`src/rtl/trm_pkg.sv`:
```
// Shared types and constants of the traffic rate meter
`default_nettype none
package trm_pkg;

   localparam logic [3:0] OP_ADD_SEND    = 4'd0;
   localparam logic [3:0] OP_ADD_RECV    = 4'd1;
   localparam logic [3:0] OP_START       = 4'd2;
   localparam logic [3:0] OP_PAUSE       = 4'd3;
   localparam logic [3:0] OP_RESUME      = 4'd4;
   localparam logic [3:0] OP_STOP        = 4'd5;
   localparam logic [3:0] OP_CLEAR       = 4'd6;
   localparam logic [3:0] OP_QUERY_SEND  = 4'd7;
   localparam logic [3:0] OP_QUERY_RECV  = 4'd8;
   localparam logic [3:0] OP_QUERY_TOTAL = 4'd9;

   localparam logic [1:0] MODE_STOP  = 2'd0;
   localparam logic [1:0] MODE_RUN   = 2'd1;
   localparam logic [1:0] MODE_PAUSE = 2'd2;

   localparam logic [1:0] WIN_SEND  = 2'd0;
   localparam logic [1:0] WIN_RECV  = 2'd1;
   localparam logic [1:0] WIN_TOTAL = 2'd2;

   localparam int DEF_QUEUE_DEPTH = 2;

   localparam int          INTERVAL_W = 12;
   localparam int          THR_W      = 22;
   localparam logic [THR_W-1:0] THR_RESET = 22'd1000;

   typedef enum logic [2:0] {
      KIND_NOP,
      KIND_ADD,
      KIND_START,
      KIND_PAUSE,
      KIND_RESUME,
      KIND_STOP,
      KIND_CLEAR,
      KIND_QUERY
   } cmd_kind_type;

   typedef struct packed {
      cmd_kind_type kind;
      logic [1:0]   win;
      logic [31:0]  count;
      logic [47:0]  now_ms;
   } cmd_type;

endpackage
`default_nettype wire

```
`src/rtl/trm_ifs.sv`:
```
// Request and response channel interfaces of the traffic rate meter
`default_nettype none
interface trm_req_if;
   logic        valid;
   logic        ready;
   logic [3:0]  opcode;
   logic [31:0] count;
   logic [47:0] now_ms;

   modport source (output valid, output opcode, output count, output now_ms, input ready);
   modport sink (input valid, input opcode, input count, input now_ms, output ready);
endinterface

interface trm_rsp_if;
   logic        valid;
   logic        ready;
   logic        accepted;
   logic [31:0] rate;
   logic [1:0]  run_state;

   modport source (output valid, output accepted, output rate, output run_state, input ready);
   modport sink (input valid, input accepted, input rate, input run_state, output ready);
endinterface
`default_nettype wire

```
`src/rtl/trm_front.sv`:
```
// Front end: accepts request transactions and classifies the opcode
`default_nettype none
module trm_front import trm_pkg::*; (
   trm_req_if.sink   req_bus,
   input  logic      full,
   output logic      push,
   output cmd_type   push_cmd
);

   always_comb begin
      push_cmd.count  = req_bus.count;
      push_cmd.now_ms = req_bus.now_ms;
      push_cmd.win    = WIN_SEND;
      case (req_bus.opcode)
         OP_ADD_SEND: begin
            push_cmd.kind = KIND_ADD;
         end
         OP_ADD_RECV: begin
            push_cmd.kind = KIND_ADD;
            push_cmd.win  = WIN_RECV;
         end
         OP_START:  push_cmd.kind = KIND_START;
         OP_PAUSE:  push_cmd.kind = KIND_PAUSE;
         OP_RESUME: push_cmd.kind = KIND_RESUME;
         OP_STOP:   push_cmd.kind = KIND_STOP;
         OP_CLEAR:  push_cmd.kind = KIND_CLEAR;
         OP_QUERY_SEND: begin
            push_cmd.kind = KIND_QUERY;
         end
         OP_QUERY_RECV: begin
            push_cmd.kind = KIND_QUERY;
            push_cmd.win  = WIN_RECV;
         end
         OP_QUERY_TOTAL: begin
            push_cmd.kind = KIND_QUERY;
            push_cmd.win  = WIN_TOTAL;
         end
         default: push_cmd.kind = KIND_NOP;
      endcase
   end

   assign req_bus.ready = !full;
   assign push          = req_bus.valid && !full;

endmodule
`default_nettype wire

```
`src/rtl/trm_fifo.sv`:
```
// Command queue between the front end and the execution back end
`default_nettype none
module trm_fifo import trm_pkg::*; #(
   parameter int Depth = DEF_QUEUE_DEPTH
) (
   input  logic    clock,
   input  logic    reset,
   input  logic    push,
   input  cmd_type push_cmd,
   output logic    full,
   input  logic    pop,
   output cmd_type pop_cmd,
   output logic    empty
);

   localparam int PtrW = (Depth > 1) ? $clog2(Depth) : 1;
   localparam int CntW = $clog2(Depth + 1);
   localparam logic [PtrW-1:0] LastPtr = PtrW'(Depth - 1);
   localparam logic [CntW-1:0] FullCnt = CntW'(Depth);

   cmd_type         mem_ff [Depth];
   logic [PtrW-1:0] wr_ptr_ff, wr_ptr_in;
   logic [PtrW-1:0] rd_ptr_ff, rd_ptr_in;
   logic [CntW-1:0] cnt_ff, cnt_in;
   logic            do_push, do_pop;

   assign full    = (cnt_ff == FullCnt);
   assign empty   = (cnt_ff == '0);
   assign do_push = push && !full;
   assign do_pop  = pop && !empty;
   assign pop_cmd = mem_ff[rd_ptr_ff];

   always_comb begin
      wr_ptr_in = wr_ptr_ff;
      rd_ptr_in = rd_ptr_ff;
      cnt_in    = cnt_ff;
      if (do_push) begin
         wr_ptr_in = (wr_ptr_ff == LastPtr) ? '0 : wr_ptr_ff + 1'b1;
      end
      if (do_pop) begin
         rd_ptr_in = (rd_ptr_ff == LastPtr) ? '0 : rd_ptr_ff + 1'b1;
      end
      if (do_push && !do_pop) begin
         cnt_in = cnt_ff + 1'b1;
      end else if (do_pop && !do_push) begin
         cnt_in = cnt_ff - 1'b1;
      end
   end

   always_ff @(posedge clock) begin
      if (reset) begin
         wr_ptr_ff <= '0;
         rd_ptr_ff <= '0;
         cnt_ff    <= '0;
      end else begin
         wr_ptr_ff <= wr_ptr_in;
         rd_ptr_ff <= rd_ptr_in;
         cnt_ff    <= cnt_in;
      end
   end

   always_ff @(posedge clock) begin
      if (do_push) begin
         mem_ff[wr_ptr_ff] <= push_cmd;
      end
   end

endmodule
`default_nettype wire

```
`src/rtl/trm_back.sv`:
```
// Back end: run state, byte totals, rate windows and bit-serial divider
`default_nettype none
module trm_back import trm_pkg::*; (
   input  logic                  clock,
   input  logic                  reset,
   input  logic                  csr_wr_en,
   input  logic [INTERVAL_W-1:0] csr_wr_data,
   input  logic                  empty,
   input  cmd_type               pop_cmd,
   output logic                  pop,
   trm_rsp_if.source             rsp_bus
);

   localparam int NumW = 74;
   localparam int CntW = $clog2(NumW);
   localparam logic [CntW-1:0] LastBit = CntW'(NumW - 1);

   typedef enum logic [2:0] {
      ST_IDLE,
      ST_DIFF,
      ST_CHECK,
      ST_SCALE,
      ST_DIV,
      ST_FINISH
   } state_type;

   function automatic logic [THR_W-1:0] sec_to_ms(input logic [INTERVAL_W-1:0] s);
      logic [THR_W-1:0] w;
      w = THR_W'(s);
      return (w << 10) - (w << 4) - (w << 3);
   endfunction

   state_type        state_ff, state_in;
   logic [1:0]       mode_ff, mode_in;
   logic [63:0]      send_total_ff, send_total_in;
   logic [63:0]      recv_total_ff, recv_total_in;
   logic [63:0]      byte_mark_ff [3];
   logic [63:0]      byte_mark_in [3];
   logic [47:0]      mark_time_ff [3];
   logic [47:0]      mark_time_in [3];
   logic [31:0]      held_rate_ff [3];
   logic [31:0]      held_rate_in [3];
   logic [THR_W-1:0] thr_ff, thr_in;
   logic [1:0]       win_ff, win_in;
   logic [47:0]      now_ff, now_in;
   logic [63:0]      bytes_ff, bytes_in;
   logic [48:0]      diff_ff, diff_in;
   logic [63:0]      delta_ff, delta_in;
   logic [NumW-1:0]  num_ff, num_in;
   logic [47:0]      rem_ff, rem_in;
   logic [31:0]      quo_ff, quo_in;
   logic             ovf_ff, ovf_in;
   logic [CntW-1:0]  bit_cnt_ff, bit_cnt_in;
   logic             use_new_ff, use_new_in;
   logic             rsp_valid_ff, rsp_valid_in;
   logic             rsp_accepted_ff, rsp_accepted_in;
   logic [31:0]      rsp_rate_ff, rsp_rate_in;
   logic [1:0]       rsp_state_ff, rsp_state_in;

   logic             out_free;
   logic             acc;
   logic [1:0]       mode_nx;
   logic [48:0]      trial;
   logic [48:0]      trial_sub;
   logic [NumW-1:0]  delta_ext;
   logic [31:0]      new_rate;

   assign out_free          = !rsp_valid_ff || rsp_bus.ready;
   assign rsp_bus.valid     = rsp_valid_ff;
   assign rsp_bus.accepted  = rsp_accepted_ff;
   assign rsp_bus.rate      = rsp_rate_ff;
   assign rsp_bus.run_state = rsp_state_ff;

   always_comb begin
      state_in        = state_ff;
      mode_in         = mode_ff;
      send_total_in   = send_total_ff;
      recv_total_in   = recv_total_ff;
      byte_mark_in    = byte_mark_ff;
      mark_time_in    = mark_time_ff;
      held_rate_in    = held_rate_ff;
      thr_in          = csr_wr_en ? sec_to_ms(csr_wr_data) : thr_ff;
      win_in          = win_ff;
      now_in          = now_ff;
      bytes_in        = bytes_ff;
      diff_in         = diff_ff;
      delta_in        = delta_ff;
      num_in          = num_ff;
      rem_in          = rem_ff;
      quo_in          = quo_ff;
      ovf_in          = ovf_ff;
      bit_cnt_in      = bit_cnt_ff;
      use_new_in      = use_new_ff;
      rsp_valid_in    = rsp_valid_ff && !rsp_bus.ready;
      rsp_accepted_in = rsp_accepted_ff;
      rsp_rate_in     = rsp_rate_ff;
      rsp_state_in    = rsp_state_ff;
      pop             = 1'b0;
      acc             = 1'b0;
      mode_nx         = mode_ff;
      trial           = {rem_ff, num_ff[NumW-1]};
      trial_sub       = trial - {1'b0, diff_ff[47:0]};
      delta_ext       = NumW'(delta_ff);
      new_rate        = ovf_ff ? 32'hFFFF_FFFF : quo_ff;

      case (state_ff)
         ST_IDLE: begin
            if (!empty && out_free) begin
               pop = 1'b1;
               case (pop_cmd.kind)
                  KIND_ADD: begin
                     if (mode_ff == MODE_RUN) begin
                        if (pop_cmd.win == WIN_RECV) begin
                           recv_total_in = recv_total_ff + 64'(pop_cmd.count);
                        end else begin
                           send_total_in = send_total_ff + 64'(pop_cmd.count);
                        end
                     end
                  end
                  KIND_START: begin
                     if (mode_ff == MODE_STOP) begin
                        mode_nx = MODE_RUN;
                        acc     = 1'b1;
                     end
                  end
                  KIND_PAUSE: begin
                     if (mode_ff == MODE_RUN) begin
                        mode_nx = MODE_PAUSE;
                        acc     = 1'b1;
                     end
                  end
                  KIND_RESUME: begin
                     if (mode_ff == MODE_PAUSE) begin
                        mode_nx = MODE_RUN;
                        acc     = 1'b1;
                     end
                  end
                  KIND_STOP: begin
                     if (mode_ff == MODE_RUN) begin
                        mode_nx = MODE_STOP;
                        acc     = 1'b1;
                     end
                  end
                  KIND_CLEAR: begin
                     send_total_in = '0;
                     recv_total_in = '0;
                     mode_nx       = MODE_STOP;
                     acc           = 1'b1;
                  end
                  KIND_QUERY: begin
                     win_in   = pop_cmd.win;
                     now_in   = pop_cmd.now_ms;
                     state_in = ST_DIFF;
                  end
                  default: begin
                  end
               endcase
               mode_in = mode_nx;
               if (pop_cmd.kind != KIND_QUERY) begin
                  rsp_valid_in    = 1'b1;
                  rsp_accepted_in = acc;
                  rsp_rate_in     = '0;
                  rsp_state_in    = mode_nx;
               end
            end
         end
         ST_DIFF: begin
            case (win_ff)
               WIN_TOTAL: bytes_in = send_total_ff + recv_total_ff;
               WIN_RECV:  bytes_in = recv_total_ff;
               default:   bytes_in = send_total_ff;
            endcase
            diff_in  = {1'b0, now_ff} - {1'b0, mark_time_ff[win_ff]};
            state_in = ST_CHECK;
         end
         ST_CHECK: begin
            if (diff_ff[48] || (diff_ff[47:0] == '0) ||
                (diff_ff[47:0] < 48'(thr_ff))) begin
               use_new_in = 1'b0;
               state_in   = ST_FINISH;
            end else begin
               delta_in   = bytes_ff - byte_mark_ff[win_ff];
               use_new_in = 1'b1;
               state_in   = ST_SCALE;
            end
         end
         ST_SCALE: begin
            num_in     = (delta_ext << 10) - (delta_ext << 4) - (delta_ext << 3);
            rem_in     = '0;
            quo_in     = '0;
            ovf_in     = 1'b0;
            bit_cnt_in = LastBit;
            state_in   = ST_DIV;
         end
         ST_DIV: begin
            if (!trial_sub[48]) begin
               rem_in = trial_sub[47:0];
               quo_in = {quo_ff[30:0], 1'b1};
            end else begin
               rem_in = trial[47:0];
               quo_in = {quo_ff[30:0], 1'b0};
            end
            ovf_in = ovf_ff | quo_ff[31];
            num_in = num_ff << 1;
            if (bit_cnt_ff == '0) begin
               state_in = ST_FINISH;
            end else begin
               bit_cnt_in = bit_cnt_ff - 1'b1;
            end
         end
         ST_FINISH: begin
            if (out_free) begin
               rsp_valid_in    = 1'b1;
               rsp_accepted_in = 1'b0;
               rsp_state_in    = mode_ff;
               if (use_new_ff) begin
                  rsp_rate_in          = new_rate;
                  held_rate_in[win_ff] = new_rate;
                  byte_mark_in[win_ff] = bytes_ff;
                  mark_time_in[win_ff] = now_ff;
               end else begin
                  rsp_rate_in = held_rate_ff[win_ff];
               end
               state_in = ST_IDLE;
            end
         end
         default: state_in = ST_IDLE;
      endcase
   end

   always_ff @(posedge clock) begin
      if (reset) begin
         state_ff      <= ST_IDLE;
         mode_ff       <= MODE_STOP;
         send_total_ff <= '0;
         recv_total_ff <= '0;
         byte_mark_ff  <= '{default: '0};
         mark_time_ff  <= '{default: '0};
         held_rate_ff  <= '{default: '0};
         thr_ff        <= THR_RESET;
         rsp_valid_ff  <= 1'b0;
      end else begin
         state_ff      <= state_in;
         mode_ff       <= mode_in;
         send_total_ff <= send_total_in;
         recv_total_ff <= recv_total_in;
         byte_mark_ff  <= byte_mark_in;
         mark_time_ff  <= mark_time_in;
         held_rate_ff  <= held_rate_in;
         thr_ff        <= thr_in;
         rsp_valid_ff  <= rsp_valid_in;
      end
      win_ff          <= win_in;
      now_ff          <= now_in;
      bytes_ff        <= bytes_in;
      diff_ff         <= diff_in;
      delta_ff        <= delta_in;
      num_ff          <= num_in;
      rem_ff          <= rem_in;
      quo_ff          <= quo_in;
      ovf_ff          <= ovf_in;
      bit_cnt_ff      <= bit_cnt_in;
      use_new_ff      <= use_new_in;
      rsp_accepted_ff <= rsp_accepted_in;
      rsp_rate_ff     <= rsp_rate_in;
      rsp_state_ff    <= rsp_state_in;
   end

endmodule
`default_nettype wire

```
`src/rtl/traffic_rate_meter_top.sv`:
```
// Top level of the traffic rate meter
//
//   channel   | direction | transaction
//   ----------+-----------+-------------------------------------------
//   req_bus   | in        | opcode, count, now_ms (valid/ready)
//   rsp_bus   | out       | accepted, rate, run_state (valid/ready)
//   csr_wr_*  | in        | interval_s write, no wait, no read-back
//
// Adds and control commands leave the back end the cycle after leaving the queue.
// A query whose window has not elapsed runs the diff, check and finish states; one
// that recomputes also runs scale and the one-bit-per-cycle 74-bit restoring divider.
// Until full, the queue takes new transactions while the back end works or the response stalls.
// Synchronous reset clears control state, totals and window marks; no clearing pass.
`default_nettype none
module traffic_rate_meter_top import trm_pkg::*; #(
   parameter int QueueDepth = DEF_QUEUE_DEPTH
) (
   input  logic                  clock,
   input  logic                  reset,
   trm_req_if.sink               req_bus,
   trm_rsp_if.source             rsp_bus,
   input  logic                  csr_wr_en,
   input  logic [INTERVAL_W-1:0] csr_wr_data
);

   logic    push;
   cmd_type push_cmd;
   logic    full;
   logic    pop;
   cmd_type pop_cmd;
   logic    empty;

   trm_front u_front (
      .req_bus  (req_bus),
      .full     (full),
      .push     (push),
      .push_cmd (push_cmd)
   );

   trm_fifo #(
      .Depth (QueueDepth)
   ) u_fifo (
      .clock    (clock),
      .reset    (reset),
      .push     (push),
      .push_cmd (push_cmd),
      .full     (full),
      .pop      (pop),
      .pop_cmd  (pop_cmd),
      .empty    (empty)
   );

   trm_back u_back (
      .clock       (clock),
      .reset       (reset),
      .csr_wr_en   (csr_wr_en),
      .csr_wr_data (csr_wr_data),
      .empty       (empty),
      .pop_cmd     (pop_cmd),
      .pop         (pop),
      .rsp_bus     (rsp_bus)
   );

endmodule
`default_nettype wire

```
`src/flat_wrapper.sv`:
```
// flat-port wrapper written by rule: the top's interface ports become plain ports
module traffic_rate_meter_top_flat import trm_pkg::*;
#(
   parameter int QueueDepth = DEF_QUEUE_DEPTH
)
  (clock, reset, csr_wr_en, csr_wr_data, req_bus_valid, req_bus_opcode, req_bus_count, req_bus_now_ms, req_bus_ready, rsp_bus_valid, rsp_bus_accepted, rsp_bus_rate, rsp_bus_run_state, rsp_bus_ready);
  trm_req_if req_bus_i ();
  trm_rsp_if rsp_bus_i ();
  input  logic clock;
  input  logic reset;
  input  logic csr_wr_en;
  input  logic [INTERVAL_W-1:0] csr_wr_data;
  input wire logic [$bits(req_bus_i.valid)-1:0] req_bus_valid;
  input wire logic [$bits(req_bus_i.opcode)-1:0] req_bus_opcode;
  input wire logic [$bits(req_bus_i.count)-1:0] req_bus_count;
  input wire logic [$bits(req_bus_i.now_ms)-1:0] req_bus_now_ms;
  output wire logic [$bits(req_bus_i.ready)-1:0] req_bus_ready;
  output wire logic [$bits(rsp_bus_i.valid)-1:0] rsp_bus_valid;
  output wire logic [$bits(rsp_bus_i.accepted)-1:0] rsp_bus_accepted;
  output wire logic [$bits(rsp_bus_i.rate)-1:0] rsp_bus_rate;
  output wire logic [$bits(rsp_bus_i.run_state)-1:0] rsp_bus_run_state;
  input wire logic [$bits(rsp_bus_i.ready)-1:0] rsp_bus_ready;
  assign req_bus_i.valid = req_bus_valid;
  assign req_bus_i.opcode = req_bus_opcode;
  assign req_bus_i.count = req_bus_count;
  assign req_bus_i.now_ms = req_bus_now_ms;
  assign req_bus_ready = req_bus_i.ready;
  assign rsp_bus_valid = rsp_bus_i.valid;
  assign rsp_bus_accepted = rsp_bus_i.accepted;
  assign rsp_bus_rate = rsp_bus_i.rate;
  assign rsp_bus_run_state = rsp_bus_i.run_state;
  assign rsp_bus_i.ready = rsp_bus_ready;
  traffic_rate_meter_top #(.QueueDepth(QueueDepth)) u_core (.clock(clock), .reset(reset), .req_bus(req_bus_i), .rsp_bus(rsp_bus_i), .csr_wr_en(csr_wr_en), .csr_wr_data(csr_wr_data));
endmodule
```
`config.mk`:
```
export PLATFORM = sky130hd
export DESIGN_NAME = traffic_rate_meter_top_flat
export DESIGN_NICKNAME = d
export VERILOG_FILES = /design/src/rtl/trm_pkg.sv /design/src/rtl/trm_ifs.sv /design/src/rtl/trm_front.sv /design/src/rtl/trm_fifo.sv /design/src/rtl/trm_back.sv /design/src/rtl/traffic_rate_meter_top.sv /design/src/flat_wrapper.sv
export SDC_FILE = /design/constraint.sdc
export NUM_CORES = 2
export LEC_CHECK = 0
export BUFFER_PORTS_ARGS = -buffer_cell sky130_fd_sc_hd__buf_4
export CORE_UTILIZATION = 40
export CTS_BUF_LIST = sky130_fd_sc_hd__clkbuf_16
export CTS_CLUSTER_SIZE = 12
export DETAILED_ROUTE_END_ITERATION = 16
export MAX_ROUTING_LAYER = met4
export PLACE_DENSITY_LB_ADDON = 0.12
export RECOVER_POWER = 25
export SKIP_CTS_REPAIR_TIMING = 1
export SLEW_MARGIN = 20
export SYNTH_ARGS = -nofsm -noshare
export SYNTH_HDL_FRONTEND = slang
export SYNTH_HIERARCHICAL = 1
export SYNTH_SLANG_ARGS = --single-unit
```
`constraint.sdc`:
```
create_clock -name clock -period 11.35 [get_ports clock]
set_input_delay 1.7025 -clock clock [delete_from_list [all_inputs] [get_ports clock]]
set_output_delay 1.7025 -clock clock [all_outputs]
set_load 0.05 [all_outputs]
```
==> results_dict.tcl <==
set metrics [dict create \
    status "finished with violations" \
    failed_checks "max-capacitance violations, max-slew violations" \
    place.gp.congestion 0.888 \
    h-tree-depth 4 \
    num_rows 153 \
    vias 55041 \
    hp-class "reg2reg" \
    clk_path_buf_depth 3 \
    synth_cells 7745 \
    holdWs_ns 0.453 \
    rr_endpoint "u_core/u_back/send_total_ff[60]" \
    cts_tree "built" \
    synth_seq_cells 1182 \
    clk_pin_slew_ns 0.06 \
    fin_crit_ns 8.13 \
    tns_ns 0 \
    ys.flop_type "edfxtp_1" \
    antenna_found_initial 1 \
    slowest_delay_ns 5.37 \
    totalWireLength_mm 191 \
    ant_nets 0 \
    ir_worst_vdd_uv 159 \
    post-route-period-util 0.716 \
    drv_cap 10 \
    synthArstFlopShare 0 \
    area_delta_synth_final_pct 9.31 \
    post_drt_wl_per_cell_um 19.0 \
    ys_types 96 \
    drive_gt1_frac 0.0699 \
    grt_usage 0.219 \
    numPortBuffers 137 \
    dieArea_um2 177000 \
    syn-num-nets 8329 \
    timing.fmax_ghz 0.123 \
    place_inst 9753 \
    clk_latency_ns 0.81 \
    final_cell_mix "nand2_1 (1,022), a21oi_1 (986), nor2_1 (755)" \
    core_area_um2 174000 \
    drtIter0Drc 4091 \
    relSlewSlack -4.19 \
    register_area_um2 29600 \
    grt_pass1_wl_mm 301 \
    root_buffer "clkbuf_16" \
    hold_end "u_core/u_back/byte_mark_ff[20]" \
    grt_pass1_vias 52328 \
    dr.pass1.iters 6 \
    ys_warn_count 6 \
    powerDensity_nw_per_um2 169 \
    worst_pin_slew_ns 7.78 \
    gr-total-overflow 0 \
    dieHeight_um 420 \
    grt_max_degree 169 \
    rrSetupSlack_ns 3.23 \
    fill_cells 16999 \
    final_cells 10018 \
    syn_avg_cell_area_um2 9.03 \
    slew_viol_final 609 \
    finalHoldViolations 0 \
    cp_cell_sequence "buf_8, clkbuf_1, nor2_1, mux2i_1, o31ai_1" \
    hold_path_depth 2 \
    hpwl_mm 134 \
    cts_sinks 1182 \
    crit_slowest_cell "clkbuf_1" \
    rsz0062_at_grt "false" \
    cp-start-kind "input port" \
    drc 0 \
    setup_viol 0 \
    nets 8155 \
    start_util 0.403 \
    hp-start "u_core/u_back/byte_mark_ff[20]" \
    layout_commonest_cell "nand2_1" \
    worstPathRequired_ns 11.76 \
    p_leak_nw 29.0 \
    clock-skew-final_ns 0.0482 \
    die_w_um 420 \
    yosysSeqAreaShare 0.423 \
    r2r_cells 16 \
    numCtsBuffers 141 \
    multiInputGateArea_um2 37100 \
    critical_path_arrival_ns 8.54 \
    cp_max_fo 168 \
    crit_path_end_kind "flip-flop" \
    ios 138 \
    vias_per_cell 5.49 \
    netlist_area_um2 70000 \
    synth_edf_count 592 \
    path_class "in2reg" \
]
critical path: cells and delay by family:
kind / cells / cell delay (ns)
mux: 1 / 0.38
simple gates: 1 / 0.15
buf+inv: 2 / 5.86
compound gates: 1 / 0.10
state kept, by name, summed over array words and instances (netlist names), 19 cells and up, named ones only:
name                         count
u_core/u_fifo/mem_ff           170
u_core/u_back/bytes_ff          64
u_core/u_back/num_ff            71
u_core/u_back/rem_ff            48
u_core/u_back/send_total_ff     64
u_core/u_back/recv_total_ff     64
u_core/u_back/mark_time_ff     144
u_core/u_back/held_rate_ff      96
u_core/u_back/diff_ff           49
u_core/u_back/thr_ff            19
u_core/u_back/now_ff            48
u_core/u_back/delta_ff          64
u_core/u_back/quo_ff            32
u_core/u_back/rsp_bus.rate      32
u_core/u_back/byte_mark_ff     192
logic make-up after synthesis:
family          synth area share
simple gates               0.154
compound gates             0.197
flops                      0.423
buf+inv                   0.0481
fa+ha+maj                 0.0937
xor+xnor                  0.0459
mux                       0.0388
synthesized netlist by cell type (43+ instances only):
master / count / area share
buf_4: 84 / 0.0090
nor2_1: 758 / 0.041
mux2i_1: 136 / 0.019
nor3_1: 68 / 0.0049
a221oi_1: 77 / 0.0096
xor2_1: 131 / 0.016
o21a_1: 43 / 0.0046
edfxtp_1: 592 / 0.25
and2_1: 62 / 0.0055
xnor2_1: 236 / 0.030
nand3_1: 137 / 0.0098
nand2_1: 1025 / 0.055
a21oi_1: 988 / 0.071
o21ai_0: 307 / 0.022
dfxtp_1: 590 / 0.17
mux2_2: 120 / 0.019
a211oi_1: 145 / 0.016
nand4_1: 80 / 0.0072
and3_1: 63 / 0.0056
a21o_1: 228 / 0.024
o21bai_1: 72 / 0.0077
inv_1: 275 / 0.015
clkbuf_1: 371 / 0.020
fa_1: 68 / 0.019
ha_1: 415 / 0.074
nand2b_1: 52 / 0.0046
a22oi_1: 51 / 0.0055
per-stage QoR:
step | util | instance area (µm²) | total power [W] | setup slack [ns]
floorplan | - | 70000 | 0.00773 | 1.72
global placement | 0.415 | 72200 | 0.00863 | 5.41
detailed placement | 0.415 | 72200 | 0.00864 | 5.29
CTS | 0.441 | 76700 | 0.0131 | 5.25
global route | 0.440 | 76500 | 0.0136 | 2.57
finish | 0.440 | 76500 | 0.0130 | 3.22
worst max-delay path by stage:
stage                                   start                              end  slack, ns  depth (start not counted)
floorplan           u_core/u_back/state_ff[0]        u_core/u_back/bytes_ff[0]       1.72                          2
global placement      u_core/u_back/win_ff[0]       u_core/u_back/delta_ff[63]       5.41                         18
detailed placement    u_core/u_back/win_ff[0]       u_core/u_back/delta_ff[63]       5.29                         18
CTS                   u_core/u_back/win_ff[0]       u_core/u_back/delta_ff[63]       5.25                         18
global route                        flip-flop  u_core/u_back/send_total_ff[58]       2.57                         16
finish                                  reset         u_core/u_back/thr_ff[13]       3.22                          5
final cells by class:
class	count	share of cell area
multi-input cells	5771	0.485
clock inverters	120	0.0117
well taps	2325	0.0380
flip-flops and latches	1182	0.387
inverters	278	0.0137
diodes	1	0.0000327
repair buffers	197	0.0176
clock buffers	144	0.0471
power breakdown:
part,internal (W),switching (W)
Clock,0.00248,0.00191
Sequential,0.00498,0.000247
Combinational,0.00120,0.00214
layer usage:
metal | global-route usage | part of all wire | up-vias
li1 | - | - | 27357
met1 | 0.335 | 0.53 | 26251
met2 | 0.303 | 0.41 | 1230
met3 | 0.0284 | 0.048 | 203
met4 | 0.0495 | 0.017 | 0
met5 | - | 0 | -
(Power assumes the default switching activity.)
